## config.mk

```make
export PLATFORM = sky130hd
export DESIGN_NAME = c3bm_mac
export DESIGN_NICKNAME = d
export VERILOG_FILES = /design/src/rtl/core/c3bm_pkg.sv /design/src/rtl/core/c3bm_mac.sv
export SDC_FILE = /design/constraint.sdc
export NUM_CORES = 1
export LEC_CHECK = 0
export BUFFER_PORTS_ARGS = -buffer_cell sky130_fd_sc_hd__buf_2
export CORE_ASPECT_RATIO = 1.4
export CORE_MARGIN = 1
export CORE_UTILIZATION = 60
export DETAILED_ROUTE_END_ITERATION = 8
export GPL_TIMING_DRIVEN = 0
export PLACE_DENSITY = 0.79
export SETUP_SLACK_MARGIN = 0.4
export SYNTH_ARGS = -nofsm -noshare
export SYNTH_HDL_FRONTEND = slang
export SYNTH_SLANG_ARGS = --single-unit
```

## constraint.sdc

```tcl
create_clock -name clock -period 11.55 [get_ports clock]
set_input_delay 0 -clock clock [delete_from_list [all_inputs] [get_ports clock]]
set_output_delay 0 -clock clock [all_outputs]
set_load 0.01 [all_outputs]
```

## src/rtl/core/c3bm_pkg.sv

```systemverilog
package c3bm_pkg;

   // frame store geometry
   localparam int MAX_WIDTH  = 512;
   localparam int MAX_HEIGHT = 512;
   localparam int STORE_DEPTH = MAX_WIDTH * MAX_HEIGHT;
   localparam int ADDR_W = $clog2(STORE_DEPTH);

   // field widths
   localparam int COORD_W = 9;
   localparam int PIXEL_W = 8;
   localparam int SIZE_W  = 10;
   localparam int MODE_W  = 2;
   localparam int COEF_W  = 12;
   localparam int KROW_W  = 3 * COEF_W;
   localparam int ACC_W   = 24;
   localparam int FRAC_W  = 4;

   // configuration port
   localparam int CSR_INDEX_W = 3;
   localparam int CSR_DATA_W  = KROW_W;

   localparam logic [CSR_INDEX_W-1:0] CSR_BORDER_MODE   = 3'd0;
   localparam logic [CSR_INDEX_W-1:0] CSR_FRAME_WIDTH   = 3'd1;
   localparam logic [CSR_INDEX_W-1:0] CSR_FRAME_HEIGHT  = 3'd2;
   localparam logic [CSR_INDEX_W-1:0] CSR_KERNEL_TOP    = 3'd3;
   localparam logic [CSR_INDEX_W-1:0] CSR_KERNEL_MIDDLE = 3'd4;
   localparam logic [CSR_INDEX_W-1:0] CSR_KERNEL_BOTTOM = 3'd5;

   // border modes
   localparam logic [MODE_W-1:0] MODE_NONE     = 2'd0;
   localparam logic [MODE_W-1:0] MODE_REFLECT  = 2'd1;
   localparam logic [MODE_W-1:0] MODE_CIRCULAR = 2'd2;

   // commands carried in tuser
   localparam logic CMD_LOAD    = 1'b0;
   localparam logic CMD_REQUEST = 1'b1;

   // control from the sequencer to the accumulator
   typedef struct packed {
      logic clear;
      logic accumulate;
   } mac_ctrl_type;

endpackage

```

## src/rtl/core/c3bm_mac.sv

```systemverilog
module c3bm_mac
   import c3bm_pkg::*;
(
   input  logic                     clock,
   input  mac_ctrl_type             ctrl,
   input  logic signed [COEF_W-1:0] coef,
   input  logic [PIXEL_W-1:0]       pixel,
   output logic [PIXEL_W-1:0]       result
);

   localparam int PROD_W = COEF_W + PIXEL_W + 1;

   logic signed [ACC_W-1:0]  acc_ff;
   logic signed [ACC_W-1:0]  acc_in;
   logic signed [PROD_W-1:0] product;
   logic signed [ACC_W-FRAC_W-1:0] whole;

   // coefficient times unsigned pixel
   assign product = PROD_W'(coef) * $signed({1'b0, pixel});

   always_comb begin
      acc_in = acc_ff;
      if (ctrl.clear) begin
         acc_in = '0;
      end else if (ctrl.accumulate) begin
         acc_in = acc_ff + ACC_W'(product);
      end
   end

   always_ff @(posedge clock) begin
      acc_ff <= acc_in;
   end

   // drop the fraction and clamp to a byte, negative sums give zero
   assign whole = acc_ff[ACC_W-1:FRAC_W];

   always_comb begin
      if (acc_ff <= 0) begin
         result = '0;
      end else if (whole > (ACC_W - FRAC_W)'(255)) begin
         result = '1;
      end else begin
         result = whole[PIXEL_W-1:0];
      end
   end

endmodule

```

==> reports/metrics.yaml, run 1 <==
worst_setup_path:
  critPathTopFamily: "adder cells"
  cp_slowest_cell: "fa_1"
  cp_cell_sequence: "buf_2, clkbuf_1, nand2_1, inv_1, fa_1, inv_1, fa_1, fa_1, inv_1, fa_1, fa_1, ha_1, a21oi_1, o21ai_0, nor4b_1, a211oi_1, xnor2_1, a21oi_1, a31o_1"
  cp.arrival_ns: 5.75
  cpMostUsedCell: "fa_1"
  r2r-end: "acc_ff[23]"
  worstRegToRegCells: 11
  r2r-start: "acc_ff[8]"
  critPathMaxFanout: 10
  cp.required_ns: 11.70
  cp_num_buf_inv: 5
  startpoint_type: "input port"
  reg2reg_setup_slack_ns: 8.41
  max_stage_delay_ns: 0.63
  worst-setup-path-type: "in2reg"
  crit_path_end_kind: "register"
layout:
  diodes: 0
  largestRegisters: "acc_ff x24"
  stdcell_count: 772
  largest_reg_flops: 24
  drive_gt1_share_pct: 6.77
  top_register: "acc_ff"
  final_nets: 842
  area_growth_syn_to_layout_pct: 6.76
  design_area_mm2: 0.00589
route:
  vias: 4465
  drt_first_pass_iters: 5
  drt-wirelength-per-cell_um: 15.9
  final_antenna_net_count: 0
  first_iter_violations: 174
  drt-vias-per-instance: 5.78
  route.detailed.drc: 0
  wl_um: 12300
sta:
  setup_tns_ns: 0
  worst_pin_slew_ns: 0.691
  min_period_over_period_pct: 48.4
  period_minus_slack_ns: 5.59
  finalSetupViolCount: 0
  skew_ns: 0.00441
  slew_viol_final: 0
  hold_violations: 0
  fmax_ghz: 0.179
  slew-limit-headroom_pct: 53.9
  rsz0062_at_grt: "no"
  setup_slack_ns: 5.96
synth:
  synthTopCellsByArea: "fa_1 36%, ha_1 12%, inv_1 9.1%"
  dominantRegCellSynth: "dfxtp_1"
  ys_seq_elements: 24
  syn_area_per_cell_um2: 8.74
  synthesis.nets: 807
  synth_cell_type_count: 53
  synth.most_common_cell: "inv_1"
  ys_top_cells_by_count: "133 x inv_1, 100 x fa_1, 73 x nand2_1"
  synth_edf_count: 0
  netlist.area_leader.share_pct: 36.3
  ys_seq_area_share_pct: 8.72
  synth_top_area_cell: "fa_1"
  yosys_warnings: 0
  synthArstFlopShare_pct: 0
  synth_area_mm2: 0.00551
  syn_inst: 631
global_route:
  first_global_vias: 4602
  grt_start_max_net_pins: 14
  antenna_found_initial: 0
  track_usage_pct: 27.2
  grt_overflow: 0
  grt_pass1_wl_um: 20900
clock_network:
  clockRootBuffer: "clkbuf_16"
  clk_pin_slew_worst_paths_ns: 0.06
  clock-sinks: 24
  post_cts_buffers: 0
  cts-resized-gates: 0
  ctsHoldBuffers: 0
  cts_tree: "done"
  clk_latency_ns: 0.26
  clockBufferDepth: 2
  htreeDepth: 1
  numCtsBuffers: 3
floorplanning:
  rows: 41
  start_util_pct: 61.4
  dieWidth_um: 83.0
  dieArea_mm2: 0.00958
  core_mm2: 0.00898
  die_y_um: 115
  num_io_pins: 31
run:
  max_cap_viol_count: 0
hold_path:
  min_to: "acc_ff[21]"
  min_from: "ctrl[1]"
  hold_class: "in2reg"
  worstHoldPathCells: 3
place:
  post-dp-hpwl_um: 10300
  place_ws_ns: 5.68
  placed_cells: 768
  finalWeightedCongestion: 0.942
  port_buffers: 30
  placed_area_mm2: 0.00580
outcome:
  status: "finished clean"
[layer usage]
layer | part of all wire, % | global-route usage (%) | routed length, um
met1 | 38 | 32.2 | 4640
met2 | 56 | 51.1 | 6840
met3 | 2.9 | 2.64 | 354
met4 | 3.6 | 10.7 | 444
met5 | 0 | 0 | 0
[worst max path at each step]
| stage | from | endpoint | slack [ns] | cells past startpoint |
|---|---|---|---|---|
| finish | pixel[0] | acc_ff[23] | 5.96 | 19 |
| floorplan | pixel[0] | acc_ff[23] | 6.53 | 18 |
| global route | pixel[0] | acc_ff[23] | 5.56 | 19 |
| detailed placement | pixel[0] | acc_ff[23] | 5.68 | 19 |
| global placement | pixel[0] | acc_ff[23] | 5.90 | 19 |
| CTS | pixel[0] | acc_ff[23] | 5.94 | 19 |
[cell type report]
type | count | area [um^2]
Inverter | 133 | 499
Timing Repair Buffer | 30 | 150
Buffer | 17 | 66.3
Multi-Input combinational cell | 457 | 4470
Sequential cell | 24 | 480
Fill cell | 752 | 3090
Clock buffer | 4 | 88.8
Tap cell | 107 | 134
[stage by stage]
step | util [%] | hold slack (ns)
floorplan | - | 0.220
global placement | 64.6 | 0.406
detailed placement | 64.6 | 0.418
CTS | 65.6 | 0.154
global route | 65.6 | 0.172
finish | 65.6 | 0.153
[worst reg2reg max path, stage by stage, from the launching register on]
cell and delay [ns]:
dfxtp_1 0.37, inv_1 0.11, fa_1 0.55, inv_1 0.04, ha_1 0.37, and3_1 0.25, and3_4 0.21, a221oi_2 0.38
a211oi_1 0.16, xnor2_1 0.27, a21oi_1 0.11, a31o_1 0.21
[cell usage in the layout, fill, tap and decap left out, types with 2 or more instances in the layout]
cell	n
nand4_1	2
a21o_1	7
nand2_1	73
o22ai_1	3
xor2_1	5
o21a_1	4
clkbuf_1	14
nor4_1	5
a21oi_1	23
o211ai_1	3
o21ai_1	3
ha_1	53
o21bai_1	6
and2_1	47
buf_2	32
a31oi_1	3
nand3_1	5
a211oi_1	5
inv_1	133
nor3_1	6
dfxtp_1	24
nand2b_1	3
clkbuf_16	3
xnor2_1	10
o311ai_1	2
nor2_1	39
and3_1	4
o31ai_1	3
o21ai_0	7
a41oi_1	2
nand4b_1	2
mux2i_1	12
fa_1	100
[cell families after synthesis]
family                     count (synthesis)  synth area share [%]
adders and majority gates                153                  48.3
and+or+nand+nor                          195                  17.4
AOI/OAI and AO/OA                         82                  10.7
muxes                                     12                  2.18
DFF                                       24                  8.72
buffers and inverters                    150                  10.3
xor gates and xnor gates                  15                  2.38
Power of run 1 is left out: the tool's default activity adds up to more than one toggle a clock period on the data nets, which glitch-free logic cannot reach.
==> inputs of run 2 (changes only) <==
- ABC_AREA: not set -> 1
- CORE_UTILIZATION: 60 -> 58
- clock period: 11.55 -> 4.9 ns (I/O delays scaled with it)
==> reports/metrics.yaml, run 2 <==
layout:
  final_nets: 1087  # +29%
  multi_input_area_mm2: 0.00463  # +3.6%
  diodes: 0  # unchanged
  largest_reg_flops: 24  # unchanged
  regArea_um2: 480  # unchanged
  layout_common_cells: "266 x inv_1, 233 x nand2_1, 97 x fa_1"
  drive_gt1_share_pct: 9.34  # +2.6 points
  top_register: "acc_ff"
  stdcell_count: 1045  # +35%
  area_growth_syn_to_layout_pct: 9.69
  fill_cells: 891  # +18%
  largestRegisters: "acc_ff x24"
  utilization_pct: 66.2  # +0.66 points
  final_common_cell: "inv_1"
synth:
  syn_area_per_cell_um2: 6.80  # -22%
  synth.most_common_cell: "inv_1"
  synth_top_area_cell: "fa_1"
  synth_edf_count: 0  # unchanged
  synth_cell_type_count: 25  # -53%
  ys_seq_elements: 24  # unchanged
  synthTopCellsByArea: "fa_1 33%, inv_1 17%, nand2_1 15%"
  ys_seq_area_share_pct: 7.95  # -0.76 points
  syn_inst: 888  # +41%
  ys_top_cells_by_count: "268 x inv_1, 243 x nand2_1, 100 x fa_1"
  synthArstFlopShare_pct: 0  # unchanged
  netlist.area_leader.share_pct: 33.1  # -3.2 points
  synthesis.nets: 1064  # +32%
  synth_area_mm2: 0.00604  # +9.6%
  yosys_warnings: 0  # unchanged
  dominantRegCellSynth: "dfxtp_1"
worst_setup_path:
  worstRegToRegCells: 16  # +5
  r2r-start: "acc_ff[10]"
  cp.required_ns: 5.06  # -6.64 ns
  r2r-end: "acc_ff[19]"
  startpoint_type: "input port"
  worst-setup-path-type: "in2reg"
  cp.arrival_ns: 4.51  # -1.24 ns
  critPathMaxFanout: 10  # unchanged
  reg2reg_setup_slack_ns: 2.41  # -6.00 ns
  crit_path_end_kind: "register"
floorplanning:
  start_util_pct: 60.4  # -1.0 points
  rows: 43  # +4.9%
  core_mm2: 0.0100  # +11%
  num_io_pins: 31  # unchanged
  dieArea_mm2: 0.0108  # +13%
  dieWidth_um: 88.3  # +6.3%
  die_y_um: 123  # +6.4%
sta:
  fmax_ghz: 0.230
  rsz0062_at_grt: "no"
  min_period_over_period_pct: 88.7
  hold_violations: 0  # unchanged
  slew_viol_final: 0  # unchanged
  period_minus_slack_ns: 4.34
  worst_pin_slew_ns: 0.749  # +0.0575 ns
  hold_slack_ns: 0.259  # +0.105 ns
  skew_ns: 0.00233  # -0.00208 ns
  finalSetupViolCount: 0  # unchanged
  slew-limit-headroom_pct: 49.6  # -4.3 points
clock_network:
  clockBufferDepth: 2  # unchanged
  clk_pin_slew_worst_paths_ns: 0.07  # about the same
  numCtsBuffers: 3  # unchanged
  clock-sinks: 24  # unchanged
  cts_tree: "done"
  htreeDepth: 1  # unchanged
  clockRootBuffer: "clkbuf_16"
  clk_latency_ns: 0.27  # about the same
run:
  max_cap_viol_count: 0  # unchanged
hold_path:
  min_to: "acc_ff[0]"
  hold_class: "in2reg"
  min_from: "pixel[0]"
  worstHoldPathCells: 6  # +3
route:
  drt-vias-per-instance: 5.08  # -12%
  vias: 5304  # +19%
  first_iter_violations: 248  # +43%
  wl_um: 14700  # +19%
  drt-wirelength-per-cell_um: 14.0  # -12%
  final_antenna_net_count: 0  # unchanged
  drt_first_pass_iters: 5  # unchanged
  route.detailed.drc: 0  # unchanged
place:
  placed_cells: 1039  # +35%
  post-dp-hpwl_um: 12100  # +17%
  finalWeightedCongestion: 0.979  # +3.9%
  port_buffers: 16  # -47%
global_route:
  met1_usage_pct: 33.2  # +1.0 points
  grt_pass1_wl_um: 23500  # +13%
  track_usage_pct: 28.3  # +1.1 points
  first_global_vias: 5268  # +14%
  grt_use_met2_pct: 52.0  # +0.88 points
  top_usage_layer: "met2"
  antenna_found_initial: 0  # unchanged
  grt_start_max_net_pins: 14  # unchanged
  use_met3_pct: 2.08  # -0.55 points
  grt_overflow: 0  # unchanged
outcome:
  status: "finished clean"
run 2: cell types whose count changed after synthesis, moves of 7 or more:
cell / previous run / this run
and2_1: 47 / 0
inv_1: 133 / 268
mux2i_1: 12 / 0
nand2_1: 73 / 243
nand3_1: 5 / 35
nor2_1: 39 / 64
o21ai_0: 7 / 14
xnor2_1: 10 / 2
run 2: cell families after synthesis:
kind of cell | share of synthesized area (%)
compound gates | 3.62
simple gates | 24.3
buf+inv | 18.5
fa+ha+maj | 44.1
xor+xnor | 1.45
flops | 7.95
run 2: how the worst max path moves through the flow:
| stage | from | to | slack [ns] |
|---|---|---|---|
| after floorplan | coef[11] | acc_ff[22] | 0.47 |
| after detailed placement | pixel[1] | acc_ff[23] | -0.16 |
| after global routing | pixel[0] | acc_ff[16] | 0.31 |
| after CTS | pixel[1] | acc_ff[23] | 0.39 |
| after global placement | pixel[1] | acc_ff[23] | -0.14 |
| final | pixel[2] | acc_ff[18] | 0.56 |
run 2: timing repair:
action                                  in CTS  in global routing
hold buffers                                 0                  0
endpoints found under the setup margin      15                 16
pin swaps                                    1                  8
gates resized for setup                     11                 64
endpoints found under the hold margin        0                  0
buffers inserted                             1                  1
run 2: metal layers:
layer  vias to the layer above  part of all wire, %
li1                       2580                    -
met1                      2503                   38
met2                       183                   54
met3                        38                  4.7
met4                         0                  3.3
met5                         -                    0
run 2: area by class of cell:
class / instances / area share, %
multi-input cells: 569 / 69.9
inverters: 268 / 15.2
flip-flops and latches: 24 / 7.25
well taps: 135 / 2.55
plain buffers: 27 / 2.34
repair buffers: 18 / 1.44
clock buffers: 4 / 1.34
run 2: metrics by stage:
step | cell area, um^2 | TNS (ns) | worst slack (ns)
5_1_grt | 6630 | 0 | 0.313
3_5_place_dp | 6290 | -0.667 | -0.159
3_3_place_gp | 6290 | -0.477 | -0.144
2_1_floorplan | 6040 | 0 | 0.472
4_1_cts | 6410 | 0 | 0.391
6_report | 6630 | 0 | 0.556
run 2: critical path: stages:
cell	delay [ns]
buf_2	0.14
buf_6	0.16
nand2_1	0.08
fa_1	0.55
inv_1	0.05
fa_1	0.50
inv_1	0.05
fa_1	0.48
inv_1	0.07
fa_1	0.53
inv_1	0.07
fa_1	0.52
inv_1	0.05
ha_2	0.37
nand2_2	0.11
nor2_4	0.16
nand3_1	0.12
nand3_2	0.13
nand2_1	0.09
nand3_1	0.08
nand2_1	0.05
nor2_1	0.11
nor2_1	0.04
Power of run 2 is left out for the same reason.
==> inputs of run 3 (changes only) <==
- CORE_UTILIZATION: 58 -> 31
- PLACE_DENSITY: 0.79 -> not set
==> reports/metrics.yaml, run 3 (synthesis gave the netlist of run 2 again) <==
sta:
  skew_ns: 0.00179  # -0.000538 ns
  setup_tns_ns: 0  # unchanged
  min_period_over_period_pct: 87.1  # -1.5 points
  worst_pin_slew_ns: 0.655  # -0.0937 ns
  hold_violations: 0  # unchanged
  fmax_ghz: 0.234  # +1.8%
  period_minus_slack_ns: 4.27  # -0.0758 ns
  slew_viol_final: 0  # unchanged
  slew-limit-headroom_pct: 55.9  # +6.3 points
  finalSetupViolCount: 0  # unchanged
  rsz0062_at_grt: "no"
  hold_slack_ns: 0.257  # -0.00144 ns
clock_network:
  clockRootBuffer: "clkbuf_16"
  clk_pin_slew_worst_paths_ns: 0.07  # about the same
  clk_latency_ns: 0.27  # about the same
  clock-sinks: 24  # unchanged
  ctsHoldBuffers: 0  # unchanged
  htreeDepth: 1  # unchanged
  numCtsBuffers: 3  # unchanged
  clockBufferDepth: 2  # unchanged
  cts_tree: "done"
layout:
  largest_reg_flops: 24  # unchanged
  regArea_um2: 480  # unchanged
  top_register: "acc_ff"
  area_growth_syn_to_layout_pct: 12.7
  largestRegisters: "acc_ff x24"
  final_common_cell: "inv_1"
  layout_common_cells: "263 x inv_1, 232 x nand2_1, 97 x fa_1"
  final_nets: 1090  # +0.28%
  fill_cells: 2046  # +130%
  diodes: 0  # unchanged
  multi_input_area_mm2: 0.00466  # +0.76%
  drive_gt1_share_pct: 10.5  # +1.2 points
worst_setup_path:
  cp.arrival_ns: 4.44  # -0.07 ns
  critPathMaxFanout: 10  # unchanged
  cp.required_ns: 5.07  # about the same
  crit_path_end_kind: "register"
  worst-setup-path-type: "in2reg"
  startpoint_type: "input port"
global_route:
  grt_overflow: 0  # unchanged
  first_global_vias: 5221  # -0.89%
  track_usage_pct: 16.4  # -12 points
  grt_start_max_net_pins: 13  # -1
  grt_pass1_wl_um: 25800  # +9.5%
  antenna_found_initial: 0  # unchanged
route:
  wl_um: 15400  # +5.0%
  final_antenna_net_count: 0  # unchanged
  first_iter_violations: 216  # -13%
  drt-wirelength-per-cell_um: 13.3  # -5.4%
  drt-vias-per-instance: 4.46  # -12%
  drt_first_pass_iters: 4  # -1
  route.detailed.drc: 0  # unchanged
  vias: 5168  # -2.6%
floorplanning:
  num_io_pins: 31  # unchanged
  dieWidth_um: 120  # +36%
  rows: 60  # +40%
  core_mm2: 0.0191  # +91%
  dieArea_mm2: 0.0201  # +85%
  start_util_pct: 31.6  # -29 points
  die_y_um: 167  # +36%
place:
  finalWeightedCongestion: 0.917  # -6.3%
  port_buffers: 16  # unchanged
  post-dp-hpwl_um: 13600  # +13%
outcome:
  status: "finished clean"
hold_path:
  hold_class: "in2reg"
run:
  max_cap_viol_count: 0  # unchanged
## run 3: final cells by class
cell class                 instances  area share [%]
multi-input combinational        569            68.5
inverter                         268            14.8
sequential                        24            7.06
tap                              248            4.56
buffer                            27            2.22
timing repair buffer              21            1.73
clock buffer                       3            1.10
## run 3: what timing repair did
item | 4_1_cts | 5_1_grt
pin swaps | 3 | 11
resized for setup | 21 | 62
setup endpoints to repair | 16 | 16
setup buffers | 2 | 3
## run 3: per-layer routing
layer / GRT usage, % / part of all wire (%) / vias to the layer above
met2: 32.2 / 58 / 74
li1: - / - / 2588
met5: 0 / 0 / -
met4: 7.61 / 3.8 / 0
met3: 0.783 / 1.9 / 27
met1: 17.4 / 37 / 2479
## run 3: worst paths after layout
check	from	endpoint	slack [ns]	cells after the start
worst min-delay path	ctrl[0]	acc_ff[20]	0.26	5
worst min register to register	acc_ff[0]	acc_ff[0]	0.54	2
worst max-delay path	pixel[1]	acc_ff[22]	0.63	21
worst max register to register	acc_ff[5]	acc_ff[15]	2.38	13
## run 3: critical path: stages
cell and delay [ns]:
buf_2 0.11, buf_4 0.17, nand2_1 0.08, inv_2 0.06, fa_2 0.58, inv_4 0.07, fa_2 0.52, fa_1 0.62
inv_1 0.07, fa_2 0.58, fa_1 0.47, ha_4 0.33, nand2_1 0.07, nor2_1 0.15, nand2_1 0.09, nor2_1 0.09
nand2_1 0.09, nand4_1 0.11, nand3_1 0.07, nand2_1 0.06, inv_1 0.04
## run 3: stage by stage
step	cells	worst slack (ns)	util, %	area, um^2
floorplan	888	0.472	-	6040
global placement	1152	-0.286	33.6	6430
detailed placement	1152	-0.301	33.6	6430
CTS	1157	0.407	34.4	6590
global route	1160	0.380	35.6	6810
finish	1160	0.631	35.6	6810
Power of run 3 is left out for the same reason.
